**config.mk**
```make
export PLATFORM = sky130hd
export DESIGN_NAME = q4_0_dequant_dot_product_unit
export DESIGN_NICKNAME = d
export VERILOG_FILES = /design/src/q4dq_pkg.sv /design/src/q4dq_front.sv /design/src/q4dq_queue.sv /design/src/q4dq_back.sv /design/src/q4_0_dequant_dot_product_unit.sv
export SDC_FILE = /design/constraint.sdc
export NUM_CORES = 2
export LEC_CHECK = 0
export ABC_CLOCK_PERIOD_IN_PS = 14200
export BUFFER_PORTS_ARGS = -buffer_cell sky130_fd_sc_hd__buf_4
export CAP_MARGIN = 20
export CORE_MARGIN = 3
export CORE_UTILIZATION = 57
export DETAILED_ROUTE_END_ITERATION = 8
export PLACE_DENSITY = 0.78
export SETUP_SLACK_MARGIN = 0.1
export SYNTH_ARGS = -nofsm -noshare
export SYNTH_HDL_FRONTEND = slang
export SYNTH_SLANG_ARGS = --single-unit
```
**constraint.sdc**
```tcl
create_clock -name clk_i -period 14.2 [get_ports clk_i]
set_clock_uncertainty 0.15 [all_clocks]
set_input_delay 0 -clock clk_i [delete_from_list [all_inputs] [get_ports clk_i]]
set_output_delay 0 -clock clk_i [all_outputs]
set_load 0.02 [all_outputs]
```
**src/q4dq_pkg.sv**
```systemverilog
package q4dq_pkg;

  // Field and datapath widths
  localparam int unsigned ACT_W  = 16;                  // Q3.12 activation / scale
  localparam int unsigned WB_W   = 8;                   // packed weight byte
  localparam int unsigned NIB_W  = 4;                   // one weight nibble
  localparam int unsigned PROD_W = NIB_W + ACT_W;       // nibble x activation
  localparam int unsigned PAIR_W = PROD_W + 1;          // sum of both products
  localparam int unsigned TERM_W = PAIR_W + ACT_W;      // pair x scale, Q.24
  localparam int unsigned ACC_W  = 48;                  // Q23.24 accumulator

  // Saturation limits of the accumulator
  localparam logic signed [ACC_W-1:0] ACC_MAX = {1'b0, {(ACC_W-1){1'b1}}};
  localparam logic signed [ACC_W-1:0] ACC_MIN = {1'b1, {(ACC_W-1){1'b0}}};

  // Default depth of the queue between front and back
  localparam int unsigned DEF_Q_DEPTH = 4;

  // One classified beat as it sits in the queue
  typedef struct packed {
    logic signed [PAIR_W-1:0] pair;
    logic signed [ACT_W-1:0]  scale;
    logic                     last;
  } q_entry_t;

endpackage

```
**src/q4dq_front.sv**
```systemverilog
module q4dq_front (
  input  logic                                in_valid_i,
  output logic                                in_stall_o,
  input  logic [q4dq_pkg::WB_W-1:0]           weight_byte_i,
  input  logic signed [q4dq_pkg::ACT_W-1:0]   block_scale_i,
  input  logic signed [q4dq_pkg::ACT_W-1:0]   act_even_i,
  input  logic signed [q4dq_pkg::ACT_W-1:0]   act_odd_i,
  input  logic                                last_pair_i,
  input  logic                                full_i,
  output logic                                push_o,
  output q4dq_pkg::q_entry_t                  push_data_o
);

  logic signed [q4dq_pkg::NIB_W-1:0]  w_even;
  logic signed [q4dq_pkg::NIB_W-1:0]  w_odd;
  logic signed [q4dq_pkg::PROD_W-1:0] prod_even;
  logic signed [q4dq_pkg::PROD_W-1:0] prod_odd;

  // nibble - 8 is the nibble with its top bit flipped, read as signed
  assign w_even = {~weight_byte_i[3], weight_byte_i[2:0]};
  assign w_odd  = {~weight_byte_i[7], weight_byte_i[6:4]};

  // Two narrow products and their sum
  assign prod_even = q4dq_pkg::PROD_W'(w_even) * q4dq_pkg::PROD_W'(act_even_i);
  assign prod_odd  = q4dq_pkg::PROD_W'(w_odd)  * q4dq_pkg::PROD_W'(act_odd_i);

  // Beat goes into the queue whenever there is room
  assign in_stall_o = full_i;
  assign push_o     = in_valid_i & ~full_i;

  always_comb begin
    push_data_o.pair  = q4dq_pkg::PAIR_W'(prod_even) + q4dq_pkg::PAIR_W'(prod_odd);
    push_data_o.scale = block_scale_i;
    push_data_o.last  = last_pair_i;
  end

endmodule

```
**src/q4dq_queue.sv**
```systemverilog
module q4dq_queue #(
  parameter int unsigned DEPTH = q4dq_pkg::DEF_Q_DEPTH
) (
  input  logic                           clk_i,
  input  logic                           rst_ni,
  input  logic                           push_i,
  input  q4dq_pkg::q_entry_t             push_data_i,
  output logic                           full_o,
  input  logic                           pop_i,
  output logic                           pop_valid_o,
  output q4dq_pkg::q_entry_t             pop_data_o,
  output logic [$clog2(DEPTH+1)-1:0]     level_o
);

  localparam int unsigned PTR_W = $clog2(DEPTH);
  localparam int unsigned CNT_W = $clog2(DEPTH + 1);
  localparam logic [PTR_W-1:0] LAST_SLOT = PTR_W'(DEPTH - 1);
  localparam logic [CNT_W-1:0] FULL_CNT  = CNT_W'(DEPTH);

  q4dq_pkg::q_entry_t mem_q [DEPTH];
  logic [PTR_W-1:0]   wr_ptr_q, wr_ptr_d;
  logic [PTR_W-1:0]   rd_ptr_q, rd_ptr_d;
  logic [CNT_W-1:0]   cnt_q, cnt_d;
  logic               do_push;
  logic               do_pop;

  assign full_o      = (cnt_q == FULL_CNT);
  assign pop_valid_o = (cnt_q != '0);
  assign pop_data_o  = mem_q[rd_ptr_q];
  assign level_o     = cnt_q;

  assign do_push = push_i & ~full_o;
  assign do_pop  = pop_i & pop_valid_o;

  // Pointer wrap and fill count
  always_comb begin
    wr_ptr_d = wr_ptr_q;
    rd_ptr_d = rd_ptr_q;
    cnt_d    = cnt_q;
    if (do_push) begin
      wr_ptr_d = (wr_ptr_q == LAST_SLOT) ? '0 : wr_ptr_q + PTR_W'(1);
    end
    if (do_pop) begin
      rd_ptr_d = (rd_ptr_q == LAST_SLOT) ? '0 : rd_ptr_q + PTR_W'(1);
    end
    case ({do_push, do_pop})
      2'b10:   cnt_d = cnt_q + CNT_W'(1);
      2'b01:   cnt_d = cnt_q - CNT_W'(1);
      default: cnt_d = cnt_q;
    endcase
  end

  always_ff @(posedge clk_i or negedge rst_ni) begin
    if (!rst_ni) begin
      wr_ptr_q <= '0;
      rd_ptr_q <= '0;
      cnt_q    <= '0;
    end else begin
      wr_ptr_q <= wr_ptr_d;
      rd_ptr_q <= rd_ptr_d;
      cnt_q    <= cnt_d;
    end
  end

  // Storage, no reset
  always_ff @(posedge clk_i) begin
    if (do_push) begin
      mem_q[wr_ptr_q] <= push_data_i;
    end
  end

endmodule

```
**src/q4dq_back.sv**
```systemverilog
module q4dq_back (
  input  logic                               clk_i,
  input  logic                               rst_ni,
  input  logic                               q_valid_i,
  input  q4dq_pkg::q_entry_t                 q_data_i,
  output logic                               q_pop_o,
  output logic                               out_valid_o,
  input  logic                               out_stall_i,
  output logic signed [q4dq_pkg::ACC_W-1:0]  dot_value_o
);

  localparam int unsigned SUM_W = q4dq_pkg::ACC_W + 1;

  logic                                s1_vld_q;
  logic                                s1_last_q;
  logic signed [q4dq_pkg::TERM_W-1:0]  s1_term_q;
  logic signed [q4dq_pkg::TERM_W-1:0]  s1_term_d;
  logic signed [q4dq_pkg::ACC_W-1:0]   acc_q;
  logic                                out_vld_q;
  logic signed [q4dq_pkg::ACC_W-1:0]   out_q;
  logic signed [SUM_W-1:0]             sum_wide;
  logic signed [q4dq_pkg::ACC_W-1:0]   sum_sat;
  logic                                out_free;
  logic                                s1_adv;

  assign out_free = ~out_vld_q | ~out_stall_i;
  // A last beat needs the output register; others just accumulate
  assign s1_adv   = s1_vld_q & (~s1_last_q | out_free);
  assign q_pop_o  = q_valid_i & (~s1_vld_q | s1_adv);

  // Stage 1: scale the pair sum
  assign s1_term_d = q4dq_pkg::TERM_W'(q_data_i.pair) * q4dq_pkg::TERM_W'(q_data_i.scale);

  // Stage 2: accumulate with saturation at the 48-bit limits
  assign sum_wide = SUM_W'(acc_q) + SUM_W'(s1_term_q);
  always_comb begin
    if (sum_wide[SUM_W-1] != sum_wide[SUM_W-2]) begin
      sum_sat = sum_wide[SUM_W-1] ? q4dq_pkg::ACC_MIN : q4dq_pkg::ACC_MAX;
    end else begin
      sum_sat = sum_wide[q4dq_pkg::ACC_W-1:0];
    end
  end

  always_ff @(posedge clk_i or negedge rst_ni) begin
    if (!rst_ni) begin
      s1_vld_q  <= 1'b0;
      s1_last_q <= 1'b0;
      acc_q     <= '0;
      out_vld_q <= 1'b0;
    end else begin
      if (q_pop_o) begin
        s1_vld_q  <= 1'b1;
        s1_last_q <= q_data_i.last;
      end else if (s1_adv) begin
        s1_vld_q  <= 1'b0;
      end
      if (s1_adv) begin
        acc_q <= s1_last_q ? '0 : sum_sat;
      end
      if (s1_adv && s1_last_q) begin
        out_vld_q <= 1'b1;
      end else if (!out_stall_i) begin
        out_vld_q <= 1'b0;
      end
    end
  end

  // Payload registers
  always_ff @(posedge clk_i) begin
    if (q_pop_o) begin
      s1_term_q <= s1_term_d;
    end
    if (s1_adv && s1_last_q) begin
      out_q <= sum_sat;
    end
  end

  assign out_valid_o = out_vld_q;
  assign dot_value_o = out_q;

endmodule

```
**src/q4_0_dequant_dot_product_unit.sv**
```systemverilog
// Channel | Signals                                          | Dir | Beat
// --------+--------------------------------------------------+-----+--------------------------
// in      | in_valid_i, in_stall_o, weight_byte_i,           | in  | one Q4_0 byte, two acts,
//         | block_scale_i, act_even_i, act_odd_i, last_pair_i|     | scale and last flag
// out     | out_valid_o, out_stall_i, dot_value_o            | out | one finished dot product
//
// Takes one byte per cycle; the input side stalls only when the queue is full.
// A result's last byte is written into the queue at the accepting edge, then
// passes the scale multiplier register and the accumulate/output register.
// Reset (rst_ni low, async) empties the queue and pipeline and clears the sum.
// An output stall only holds back a beat marked last; it waits in stage 1,
// later beats wait in the queue, and in_stall_o rises once the queue fills.
module q4_0_dequant_dot_product_unit #(
  parameter int unsigned Q_DEPTH = q4dq_pkg::DEF_Q_DEPTH
) (
  input  logic                               clk_i,
  input  logic                               rst_ni,
  input  logic                               in_valid_i,
  output logic                               in_stall_o,
  input  logic [q4dq_pkg::WB_W-1:0]          weight_byte_i,
  input  logic signed [q4dq_pkg::ACT_W-1:0]  block_scale_i,
  input  logic signed [q4dq_pkg::ACT_W-1:0]  act_even_i,
  input  logic signed [q4dq_pkg::ACT_W-1:0]  act_odd_i,
  input  logic                               last_pair_i,
  output logic                               out_valid_o,
  input  logic                               out_stall_i,
  output logic signed [q4dq_pkg::ACC_W-1:0]  dot_value_o
);

  localparam int unsigned CNT_W = $clog2(Q_DEPTH + 1);
  localparam logic [CNT_W-1:0] FULL_CNT = CNT_W'(Q_DEPTH);

  logic               push;
  logic               full;
  logic               pop;
  logic               pop_valid;
  q4dq_pkg::q_entry_t push_data;
  q4dq_pkg::q_entry_t pop_data;
  logic [CNT_W-1:0]   level;

  // Front: unpack nibbles, form the pair sum
  q4dq_front u_front (
    .in_valid_i    (in_valid_i),
    .in_stall_o    (in_stall_o),
    .weight_byte_i (weight_byte_i),
    .block_scale_i (block_scale_i),
    .act_even_i    (act_even_i),
    .act_odd_i     (act_odd_i),
    .last_pair_i   (last_pair_i),
    .full_i        (full),
    .push_o        (push),
    .push_data_o   (push_data)
  );

  // Decoupling queue
  q4dq_queue #(
    .DEPTH (Q_DEPTH)
  ) u_queue (
    .clk_i       (clk_i),
    .rst_ni      (rst_ni),
    .push_i      (push),
    .push_data_i (push_data),
    .full_o      (full),
    .pop_i       (pop),
    .pop_valid_o (pop_valid),
    .pop_data_o  (pop_data),
    .level_o     (level)
  );

  // Back: scale, accumulate, emit
  q4dq_back u_back (
    .clk_i       (clk_i),
    .rst_ni      (rst_ni),
    .q_valid_i   (pop_valid),
    .q_data_i    (pop_data),
    .q_pop_o     (pop),
    .out_valid_o (out_valid_o),
    .out_stall_i (out_stall_i),
    .dot_value_o (dot_value_o)
  );

  // Queue never overfills
  assert property (@(posedge clk_i) disable iff (!rst_ni) level <= FULL_CNT)
    else $error("queue level above depth");

  // Input stalls exactly when the queue is full
  assert property (@(posedge clk_i) disable iff (!rst_ni) in_stall_o == (level == FULL_CNT))
    else $error("input stall disagrees with queue level");

  // An accepted beat leaves the queue non-empty next cycle
  assert property (@(posedge clk_i) disable iff (!rst_ni)
    (in_valid_i && !in_stall_o) |=> (level != '0))
    else $error("accepted beat lost from queue");

endmodule
```
==> impl_metrics.json <==
{
  "synthToLayoutAreaGrowth_pct": 8.851,
  "syn_inst": 2882,
  "synth.most_common_cell": "inv_1",
  "timing.final.crit_share_pct": 60.63,
  "drv_cap": 0,
  "io_pins": 111,
  "grt_pass1_vias": 22440,
  "portBuffers": 110,
  "yosys.area_share.simple_pct": 12.52,
  "drtPass1Iterations": 6,
  "initial_core_util_pct": 58.18,
  "synth_area_leaders": "fa_1, edfxtp_1, ha_1",
  "synth_adder_area_share_pct": 36.93,
  "n_antenna_cell": 0,
  "status": "finished, final reports clean",
  "crit_arrival_ps": 8830,
  "avgSynthCellArea_um2": 10.46,
  "root_buffer": "clkbuf_16",
  "drive_gt1_share_pct": 8.596,
  "endpoint_kind": "register",
  "setup_violations": 0,
  "vias": 20580,
  "slew_viol_final": 0,
  "rsz0062_at_grt": "false",
  "via_per_inst": 5.627,
  "synth_edf_count": 237,
  "clk_pin_slew_ps": 60,
  "clock_latency_ps": 550,
  "drc": 0,
  "synth-async-reset-ratio_pct": 19.66,
  "synth_warnings": 0,
  "fin_nets": 3642,
  "gp_congestion": 0.9505,
  "ys_seq_area_share_pct": 28.42,
  "grt_pass1_wl_um": 112000,
  "grt_start_max_net_pins": 59,
  "muxShareOfSynthArea_pct": 2.843,
  "core_area_um2": 51820,
  "hold_viol_final": 0,
  "wl_um": 66710,
  "ys_seq_elements": 295,
  "tns_ps": 0,
  "cp.required_ps": 14420,
  "dpl.hpwl_um": 52170,
  "rows": 83,
  "synth_top_area_share_pct": 29.01,
  "yosys_most_used_dff": "edfxtp_1",
  "cts_tree": "yes",
  "htreeDepth": 2,
  "synthDistinctLibCells": 77,
  "die_w_um": 236.0,
  "criticalPathCategory": "register to register",
  "synth_compound_area_share_pct": 8.291,
  "drt_iter0_drc": 1310,
  "die_area_um2": 55690,
  "synthXorXnorAreaFrac_pct": 3.108,
  "cts.sinks": 295,
  "fmax_mhz": 116.1,
  "period_needed_ps": 8610,
  "cts_made_buffers": 34,
  "worst_pin_slew_ps": 1036,
  "slew_headroom_pct": 29.15,
  "drtAntennaViolNets": 0,
  "routedWlPerCell_um": 18.24,
  "antenna_found_initial": 0,
  "die_h_um": 236.0,
  "cp-start-kind": "register",
  "syn-cell-area_um2": 30150,
  "cts_buffer_depth": 3,
  "hold_class": "input pin to register",
  "track_usage_pct": 24.62,
  "synth_top_family_by_area": "adder cells",
  "yosysTopAreaCell": "fa_1",
  "netlist_top_cells_count": "inv_1, fa_1, nand2_1",
  "grt_overflow_total": 0,
  "postCtsResizedCells": 0,
  "syn_nets": 3570,
  "crit_path_max_fanout": 52
}
==> flip-flops by register name, summed over array words and instances (netlist names) <==
name                flops
u_back.s1_vld_q         1
u_back.s1_last_q        1
u_back.out_valid_o      1
u_queue.mem_q         152
u_queue.wr_ptr_q        2
u_back.dot_value_o     48
u_back.s1_term_q       37
u_back.acc_q           48
u_queue.rd_ptr_q        2
u_queue.level_o         3
==> area by class of cell <==
cell class                      instances  area, um2
Inverter                              517       1941
Clock inverter                         21      176.4
Tap cell                              680      850.8
Fill cell                            3981      19000
Multi-Input combinational cell       1961      19220
Sequential cell                       295       8571
Timing Repair Buffer                  145       1184
Clock buffer                           39      879.6
==> worst max-delay path: stages, from the launching register on <==
cell,delay [ps]
dfrtp_2,340
buf_4,660
mux4_2,860
and2_1,260
fa_1,440
fa_1,520
fa_1,530
inv_1,60
fa_1,520
inv_1,50
fa_1,490
inv_1,50
fa_1,470
inv_1,40
ha_1,340
nand3_1,130
nor3_1,60
a211oi_1,210
o211ai_1,320
a2111oi_2,530
nor3_1,160
o32ai_1,440
a21oi_1,200
or4_1,430
o211ai_1,120
==> layout by cell type (no fill, tap or decap), types with 19 or more instances in the layout <==
cell and instances:
nand3_1 20, nor2_1 150, clkbuf_16 34, ha_1 190, and2_1 145, a21o_1 49
inv_1 517, edfxtp_1 237, mux4_2 27, dlygate4sd3_1 22, or2_2 23, fa_1 437
nor3_1 23, a22o_1 19, o21ai_0 85, nand2_1 315, xnor2_1 70, xor2_1 37
dfrtp_1 56, nand2b_1 20, buf_4 121, nor2b_1 39, a21oi_1 95, o21a_1 24
==> cell families (layout without fill, tap and decap cells) <==
kind of cell               after synthesis  after routing
AOI/OAI and AO/OA                      382            382
xor gates and xnor gates               107            107
adders and majority gates              628            628
buffers and inverters                  626            722
DFF                                    295            295
muxes                                   50             50
and+or+nand+nor                        794            794
==> metal layers <==
layer / GRT usage [%] / routed length (um) / vias to the layer above
met5: 0 / 0 / -
met4: 7.688 / 2099 / 0
met3: 3.952 / 3909 / 146
met2: 43.61 / 33180 / 648
met1: 31.11 / 27520 / 10390
li1: - / - / 9400
==> repair_timing <==
item / 4_1_cts / 5_1_grt
hold buffers: 23 / 0
buffers inserted: 0 / 0
hold endpoints to repair: 138 / 0
setup endpoints to repair: 0 / 0
==> metrics by stage <==
| stage | util, % | worst slack [ps] | cell area [um2] | instances | hold slack (ps) |
|---|---|---|---|---|---|
| after floorplan | - | 6033 | 30150 | 2882 | -445.6 |
| after global placement | 60.76 | 5843 | 31490 | 3574 | -30.60 |
| after detailed placement | 60.76 | 5624 | 31490 | 3574 | -15.76 |
| after CTS | 63.28 | 5617 | 32790 | 3657 | 19.50 |
| after global routing | 63.33 | 5133 | 32820 | 3658 | 39.03 |
| final | 63.33 | 5590 | 32820 | 3658 | 45.37 |
==> path summary, 6_finish.rpt <==
path / startpoint / to / slack (ps) / cells past startpoint
max: u_queue.rd_ptr_q[0] / u_back.s1_term_q[34] / 5590 / 24
max reg2reg: u_queue.rd_ptr_q[0] / u_back.s1_term_q[34] / 5590 / 24
min: block_scale_i[13] / u_queue.mem_q[1][14] / 50 / 2
min reg2reg: u_back.acc_q[33] / u_back.acc_q[33] / 340 / 2
max in group asynchronous: rst_ni / u_back.acc_q[27] / 13250 / 4
min in group asynchronous: rst_ni / u_back.acc_q[1] / 360 / 4
Power is left out: the tool's default activity adds up to more than one toggle a clock period on the data nets, which glitch-free logic cannot reach.
